--- config.mk ---
export PLATFORM = sky130hd
export DESIGN_NAME = utf8_to_ucs2_decoder_core_flat
export DESIGN_NICKNAME = d
export VERILOG_FILES = /design/src/rtl/utd_pkg.sv /design/src/rtl/utd_if.sv /design/src/rtl/utd_to_ucs2_decoder_core.sv /design/src/rtl/utd_step.sv /design/src/flat_wrapper.sv
export SDC_FILE = /design/constraint.sdc
export NUM_CORES = 1
export LEC_CHECK = 0
export BUFFER_PORTS_ARGS = -buffer_cell sky130_fd_sc_hd__buf_2
export CORE_ASPECT_RATIO = 1.4
export CORE_MARGIN = 5
export CORE_UTILIZATION = 50
export CTS_CLUSTER_DIAMETER = 60
export DETAILED_ROUTE_END_ITERATION = 8
export PLACE_DENSITY = 0.8
export SLEW_MARGIN = 15
export SYNTH_ARGS = -nofsm -noshare
export SYNTH_HDL_FRONTEND = slang
export SYNTH_SLANG_ARGS = --single-unit
export TNS_END_PERCENT = 20
--- constraint.sdc ---
create_clock -name i_clk -period 2.67 [get_ports i_clk]
set_input_delay 0.534 -clock i_clk [delete_from_list [all_inputs] [get_ports i_clk]]
set_output_delay 0.534 -clock i_clk [all_outputs]
set_load 0.005 [all_outputs]
--- src/rtl/utd_pkg.sv ---
// Package for the UTF-8 to UCS-2 decoder: constants, decoder state and result types,
// and the helper that gives how many bytes a long lead swallows. No dependencies.
package utd_pkg;

    localparam logic [7:0]  C_CONT_BASE  = 8'h80;
    localparam logic [7:0]  C_LEAD2_BASE = 8'hC0;
    localparam logic [7:0]  C_LEAD3_BASE = 8'hE0;
    localparam logic [7:0]  C_LEAD4_BASE = 8'hF0;
    localparam logic [7:0]  C_LEAD5_BASE = 8'hF8;
    localparam logic [7:0]  C_LEAD6_BASE = 8'hFC;
    localparam logic [15:0] C_LONG_CODE  = 16'h2000;

    localparam logic [1:0] C_HELD_NONE        = 2'd0;
    localparam logic [1:0] C_HELD_LEAD        = 2'd1;
    localparam logic [1:0] C_HELD_LEAD_FOLLOW = 2'd2;

    localparam logic [2:0] C_SKIP_MAX = 3'd5;

    typedef struct packed {
        logic [7:0] lead_byte;
        logic [7:0] held_byte;
        logic [1:0] held_count;
        logic [2:0] skip_remaining;
    } t_dec_state;

    typedef struct packed {
        logic        valid;
        logic [15:0] code_unit;
    } t_dec_result;

    function automatic logic [2:0] long_skip(input logic [7:0] b);
        logic [2:0] n;
        if (b >= C_LEAD6_BASE) begin
            n = 3'd5;
        end else if (b >= C_LEAD5_BASE) begin
            n = 3'd4;
        end else begin
            n = 3'd3;
        end
        return n;
    endfunction

endpackage

--- src/rtl/utd_if.sv ---
// Handshake channels of the decoder: the byte input and the code unit output.
// Depends on nothing.
interface utd_byte_if;
    logic       valid;
    logic       ready;
    logic [7:0] data_byte;
    logic       end_of_stream;

    modport source (output valid, output data_byte, output end_of_stream, input ready);
    modport sink   (input valid, input data_byte, input end_of_stream, output ready);
endinterface

interface utd_unit_if;
    logic        valid;
    logic        ready;
    logic [15:0] code_unit;

    modport source (output valid, output code_unit, input ready);
    modport sink   (input valid, input code_unit, output ready);
endinterface

--- src/rtl/utd_to_ucs2_decoder_core.sv ---
// Top level of the UTF-8 to UCS-2 decoder: input register, decoder state and result register.
// Depends on utd_pkg, utd_if and utd_step.
//
// The decoder takes one byte per clock cycle while the output is not stalled, and gives at
// most one 16-bit code unit per byte. A byte waits in the input register and is decoded on
// its way into the result register; it waits while the result register holds an untaken
// unit. The decoder state is updated once per byte by a single pass of combinational logic,
// which sets that rate; bytes that complete no code unit give no result.
module utf8_to_ucs2_decoder_core (
    input  logic            i_clk,
    input  logic            i_rst_n,
    utd_byte_if.sink        i_in,
    utd_unit_if.source      o_out
);

    logic                 r_in_valid;
    logic [7:0]           r_in_byte;
    logic                 r_in_eos;
    logic                 n_in_valid;
    utd_pkg::t_dec_state  r_state;
    utd_pkg::t_dec_state  n_state;
    logic                 r_out_valid;
    logic [15:0]          r_out_code;
    logic                 n_out_valid;

    utd_pkg::t_dec_state  step_state;
    utd_pkg::t_dec_result step_result;
    logic                 out_free;
    logic                 advance;
    logic                 in_take;

    utd_step u_step (
        .i_state  (r_state),
        .i_byte   (r_in_byte),
        .i_eos    (r_in_eos),
        .o_state  (step_state),
        .o_result (step_result)
    );

    assign out_free = !r_out_valid || o_out.ready;
    assign advance  = r_in_valid && out_free;
    assign in_take  = i_in.valid && i_in.ready;

    assign i_in.ready     = !r_in_valid || advance;
    assign o_out.valid    = r_out_valid;
    assign o_out.code_unit = r_out_code;

    always_comb begin
        n_in_valid  = r_in_valid;
        n_state     = r_state;
        n_out_valid = r_out_valid;
        if (advance) begin
            n_in_valid = 1'b0;
            n_state    = step_state;
        end
        if (in_take) begin
            n_in_valid = 1'b1;
        end
        if (o_out.ready) begin
            n_out_valid = 1'b0;
        end
        if (advance && step_result.valid) begin
            n_out_valid = 1'b1;
        end
    end

    always_ff @(posedge i_clk) begin
        if (!i_rst_n) begin
            r_in_valid  <= 1'b0;
            r_state     <= '0;
            r_out_valid <= 1'b0;
        end else begin
            r_in_valid  <= n_in_valid;
            r_state     <= n_state;
            r_out_valid <= n_out_valid;
        end
    end

    always_ff @(posedge i_clk) begin
        if (in_take) begin
            r_in_byte <= i_in.data_byte;
            r_in_eos  <= i_in.end_of_stream;
        end
        if (advance && step_result.valid) begin
            r_out_code <= step_result.code_unit;
        end
    end

    a_skip_bounded: assert property (@(posedge i_clk) disable iff (!i_rst_n)
        r_state.skip_remaining <= utd_pkg::C_SKIP_MAX)
        else $error("Swallow count exceeds the longest sequence.");

    a_count_legal: assert property (@(posedge i_clk) disable iff (!i_rst_n)
        r_state.held_count != 2'd3)
        else $error("Held count reached an unused code.");

    a_skip_no_hold: assert property (@(posedge i_clk) disable iff (!i_rst_n)
        r_state.skip_remaining != 3'd0 |-> r_state.held_count == utd_pkg::C_HELD_NONE)
        else $error("Bytes are held while a long sequence is being swallowed.");

    a_eos_clears: assert property (@(posedge i_clk) disable iff (!i_rst_n)
        advance && r_in_eos |=>
            r_state.held_count == utd_pkg::C_HELD_NONE && r_state.skip_remaining == 3'd0)
        else $error("Decoder state not cleared after the final item.");

    a_no_overwrite: assert property (@(posedge i_clk) disable iff (!i_rst_n)
        r_out_valid && !o_out.ready |-> !advance)
        else $error("Result register overwritten while its item waits.");

endmodule

--- src/rtl/utd_step.sv ---
// Combinational decode of one byte against the current decoder state.
// Gives the next state and at most one code unit. Depends on utd_pkg.
module utd_step (
    input  utd_pkg::t_dec_state  i_state,
    input  logic [7:0]           i_byte,
    input  logic                 i_eos,
    output utd_pkg::t_dec_state  o_state,
    output utd_pkg::t_dec_result o_result
);

    utd_pkg::t_dec_state  nxt;
    utd_pkg::t_dec_result res;
    logic                 follow_ok;

    assign follow_ok = i_byte[7];

    always_comb begin
        nxt = i_state;
        res = '0;
        if (i_state.skip_remaining != 3'd0) begin
            nxt.skip_remaining = i_state.skip_remaining - 3'd1;
        end else begin
            case (i_state.held_count)
                utd_pkg::C_HELD_LEAD: begin
                    nxt.held_count = utd_pkg::C_HELD_NONE;
                    if (!follow_ok) begin
                        res.valid     = 1'b1;
                        res.code_unit = {8'h00, i_byte};
                    end else if (i_state.lead_byte < utd_pkg::C_LEAD3_BASE) begin
                        res.valid     = 1'b1;
                        res.code_unit = {5'b0, i_state.lead_byte[4:0], i_byte[5:0]};
                    end else begin
                        nxt.held_byte  = i_byte;
                        nxt.held_count = utd_pkg::C_HELD_LEAD_FOLLOW;
                    end
                end
                utd_pkg::C_HELD_LEAD_FOLLOW: begin
                    nxt.held_count = utd_pkg::C_HELD_NONE;
                    res.valid      = 1'b1;
                    if (follow_ok) begin
                        res.code_unit = {i_state.lead_byte[3:0], i_state.held_byte[5:0],
                                         i_byte[5:0]};
                    end else if (i_state.held_byte >= utd_pkg::C_LEAD4_BASE) begin
                        nxt.skip_remaining = utd_pkg::long_skip(i_state.held_byte) - 3'd1;
                        res.code_unit      = utd_pkg::C_LONG_CODE;
                    end else begin
                        res.code_unit = {8'h00, i_byte};
                    end
                end
                default: begin
                    nxt.held_count = utd_pkg::C_HELD_NONE;
                    if (i_byte < utd_pkg::C_CONT_BASE) begin
                        res.valid     = 1'b1;
                        res.code_unit = {8'h00, i_byte};
                    end else if (i_byte < utd_pkg::C_LEAD2_BASE) begin
                        res.valid = 1'b0;
                    end else if (i_byte < utd_pkg::C_LEAD4_BASE) begin
                        nxt.lead_byte  = i_byte;
                        nxt.held_count = utd_pkg::C_HELD_LEAD;
                    end else begin
                        nxt.skip_remaining = utd_pkg::long_skip(i_byte);
                        res.valid          = 1'b1;
                        res.code_unit      = utd_pkg::C_LONG_CODE;
                    end
                end
            endcase
        end
        if (i_eos) begin
            nxt.held_count     = utd_pkg::C_HELD_NONE;
            nxt.skip_remaining = 3'd0;
        end
    end

    assign o_state  = nxt;
    assign o_result = res;

endmodule
--- src/flat_wrapper.sv ---
// flat-port wrapper written by rule: the top's interface ports become plain ports
module utf8_to_ucs2_decoder_core_flat 
  (i_clk, i_rst_n, i_in_valid, i_in_data_byte, i_in_end_of_stream, i_in_ready, o_out_valid, o_out_code_unit, o_out_ready);
  utd_byte_if i_in_i ();
  utd_unit_if o_out_i ();
  input  logic i_clk;
  input  logic i_rst_n;
  input wire logic [$bits(i_in_i.valid)-1:0] i_in_valid;
  input wire logic [$bits(i_in_i.data_byte)-1:0] i_in_data_byte;
  input wire logic [$bits(i_in_i.end_of_stream)-1:0] i_in_end_of_stream;
  output wire logic [$bits(i_in_i.ready)-1:0] i_in_ready;
  output wire logic [$bits(o_out_i.valid)-1:0] o_out_valid;
  output wire logic [$bits(o_out_i.code_unit)-1:0] o_out_code_unit;
  input wire logic [$bits(o_out_i.ready)-1:0] o_out_ready;
  assign i_in_i.valid = i_in_valid;
  assign i_in_i.data_byte = i_in_data_byte;
  assign i_in_i.end_of_stream = i_in_end_of_stream;
  assign i_in_ready = i_in_i.ready;
  assign o_out_valid = o_out_i.valid;
  assign o_out_code_unit = o_out_i.code_unit;
  assign o_out_i.ready = o_out_ready;
  utf8_to_ucs2_decoder_core u_core (.i_clk(i_clk), .i_rst_n(i_rst_n), .i_in(i_in_i), .o_out(o_out_i));
endmodule
==> results by group <==
Finish
  – N_diodes: 0
  – Nets@finish: approximately 240
  – Area Growth Syn to Fin: 14.69%
  – Commonest non-fill, non-tap cell in the layout: buf_2
  – Most frequent cells in the layout: buf_2, edfxtp_1, dfxtp_1
  – Post-route cell area: 2432 um2
  – Share of post-route cells with drive strength above 1: 0.2000
  – Fillers: 344

Clock tree
  – TritonCTS clock tree: done
  – CTS H-Tree Depth: 2
  – CTS Hold Bufs: 0
  – Num CTS Buffers: 5
  – Max Root-Sink Buffers: 2
  – Clock sink count: 48
  – CTS clk-pin slew, worst paths: about 80 ps
  – Post-CTS Setup Bufs: 0
  – Worst-Skew Late Latency: 300 ps
  – Post-CTS Resized: 0
  – Root Buffer Master: clkbuf_8

Worst setup path
  – Slowest stage delay, CP: between 700 and 800 ps
  – Crit path cell chain: nand3_1 > nor2_1 > buf_4 > mux2i_1 > nor2b_1
  – Largest delay share family, worst path: simple AND/OR/NAND/NOR gates
  – WP data arrival: 2170 ps
  – Worst Setup End Kind: flip-flop
  – Critical path's slowest cell: edfxtp_1
  – Critical path required time: 2860 ps
  – Worst Path Buf+Inv: 1
  – Critical setup path kind: flip-flop to flip-flop
  – Crit start category: flip-flop
  – Critical R2R Capture: u_core.r_state[6]
  – Worst-path maximum fanout: 19
  – R2R depth: 5
  – R2R setup slack: 690 ps
  – Reg2reg start: u_core.r_in_byte[7]

Yosys
  – Ys Warns: 0
  – Number of flops mapped to enable cells by yosys: 25
  – Post-Syn Area: about 2100 um2
  – Async set-reset flop share out of synthesis: 0
  – Synthesized Nets: roughly 210
  – Post-Syn Instances: 192
  – Seq cells post-synth: 48
  – Register area share after synthesis: 0.5711
  – Syn Area/Cell: 11.05 um2
  – Main synth FF type: edfxtp_1
  – Distinct cell type count after synthesis: 40

Worst hold path
  – Hold crit path type: primary input to flip-flop
  – WHS Path Cells: 1
  – Endpoint, Worst Hold: u_core.r_in_eos
  – Min-delay src: i_in_end_of_stream

Routing
  – Via Count: roughly 1600
  – Final WL: slightly above 4000 um
  – WL per Instance: 15.31 um
  – Post-DRT Antenna Nets: 0
  – Remaining DRCs: 0
  – Iteration-0 DRC count of the detailed router: 93
  – Pre-antenna DRT Iters: 4
  – Via/cell ratio: between 5 and 6

STA
  – Final setup fails: 0
  – RSZ-0062 raised after global routing: false
  – Slew @ Worst Pin: 570.1 ps
  – Share of the clock period used by the worst path after layout: 0.7418
  – Min Tclk post-route: 1981 ps
  – Skew final: roughly 4.6 ps
  – Max-slew headroom: 0.6199
  – Max-slew violation count: 0
  – Hold Fails Final Rpt: 0
  – F_max: roughly 500 MHz
  – Post-route setup TNS: 0 ps

Floorplanning
  – Die X: around 65 um
  – Rows: 28
  – Initial Util: 0.5087
  – CORE AREA: ~4200 um2
  – Die Height: 87.06 um
  – Die area: 5662 um2
  – IO Count: 31

Pwr
  – Worst IR Drop VDD: 0.0003944 V
  – LEAKAGE: 0.8569 nW
  – Power density cells: approximately 550 nW/um2

Placement
  – Post-DP HPWL: between 3000 and 4000 um
  – Gpl congestion: approximately 0.84
  – PortBufs: 30
  – Placed cell area: 2338 um2

Run status
  – Status: finished, final reports clean

Global route
  – Largest net degree at the start of global routing: 26
  – Vias in the first global route: 1470
  – Total congestion overflow: 0
  – Initial antenna violation count: 0
  – First-pass GRT wire length: approximately 7000 um
  – Total track usage: 0.1623

Run
  – Max-cap violation count: 0
-- metal layers --
layer	up-vias	wire, um	GRT usage
met5	-	0	0
met4	0	83	0.07358
met3	7	196	0.03488
met2	45	2159	0.2933
met1	747	1696	0.1804
li1	760	-	-
-- power breakdown --
| part | total, W | internal (W) | switching [W] | leakage, nW |
|---|---|---|---|---|
| clock | 0.000434 | 0.000210 | 0.000224 | 0.0445 |
| sequential | 0.000820 | 0.000799 | 0.0000211 | 0.425 |
| combinational | 0.0000860 | 0.0000418 | 0.0000443 | 0.388 |
-- cell type report --
| cell class | count | area (um2) | share of cell area |
|---|---|---|---|
| flip-flops and latches | 48 | 1211 | 0.4979 |
| well taps | 45 | 56.30 | 0.02315 |
| repair buffers | 34 | 192.7 | 0.07922 |
| inverters | 8 | 30.03 | 0.01235 |
| clock buffers | 7 | 86.33 | 0.03549 |
| clock inverters | 1 | 7.507 | 0.003086 |
| multi-input cells | 127 | 848.3 | 0.3488 |
-- sequential cells by signal (all words and copies together), names as in the netlist --
name / count
u_core.o_out.valid: 1
u_core.r_state: 21
u_core.r_in_byte: 8
u_core.r_in_eos: 1
u_core.r_in_valid: 1
u_core.o_out.code_unit: 16
-- worst max path at each step --
stage	start	endpoint	slack [ps]	depth (start not counted)
2_1_floorplan	u_core.r_state[3]	u_core.o_out.code_unit[0]	430	5
3_3_place_gp	u_core.r_state[3]	u_core.r_state[0]	740	6
3_5_place_dp	o_out_ready	u_core.r_state[6]	710	7
4_1_cts	u_core.r_in_byte[7]	u_core.r_state[6]	700	5
5_1_grt	u_core.r_in_byte[7]	u_core.r_state[6]	510	5
6_report	u_core.r_in_byte[7]	u_core.r_state[6]	690	5
-- Yosys cell counts (5+ instances only) --
| library cell | number | area (um2) |
|---|---|---|
| nand2_1 | 15 | 56.30 |
| nor2_1 | 8 | 30.03 |
| edfxtp_1 | 25 | 750.7 |
| and2_1 | 12 | 75.07 |
| o21a_1 | 5 | 37.54 |
| nor2b_1 | 11 | 68.82 |
| clkbuf_1 | 6 | 22.52 |
| dfxtp_1 | 23 | 460.4 |
| nand3_1 | 8 | 40.04 |
| o21ai_0 | 10 | 50.05 |
| mux2i_1 | 7 | 70.07 |
| a21boi_0 | 7 | 52.55 |
| inv_1 | 8 | 30.03 |
| a21oi_1 | 5 | 25.02 |
-- through the flow --
stage,utilization,instances,setup slack (ps),hold slack (ps),power (W)
detailed placement,0.5609,262,707.8,480.0,0.0009239
CTS,0.5834,270,697.5,396.5,0.001354
global placement,0.5609,262,738.7,466.4,0.0009209
global route,0.5834,270,505.8,391.0,0.001395
finish,0.5834,270,689.5,405.0,0.001340
floorplan,-,192,430.8,454.0,0.0008836
-- logic make-up (layout without fill, tap and decap cells) --
group                      Yosys count  after routing  share of synthesized area
muxes                                8              8                    0.04012
and+or+nand+nor                     70             70                     0.1811
DFF                                 48             48                     0.5711
AOI/OAI and AO/OA                   45             45                     0.1522
adders and majority gates            4              4                    0.02360
buffers and inverters               17             50                    0.03186
No activity file was read; power rests on OpenSTA's default activity.
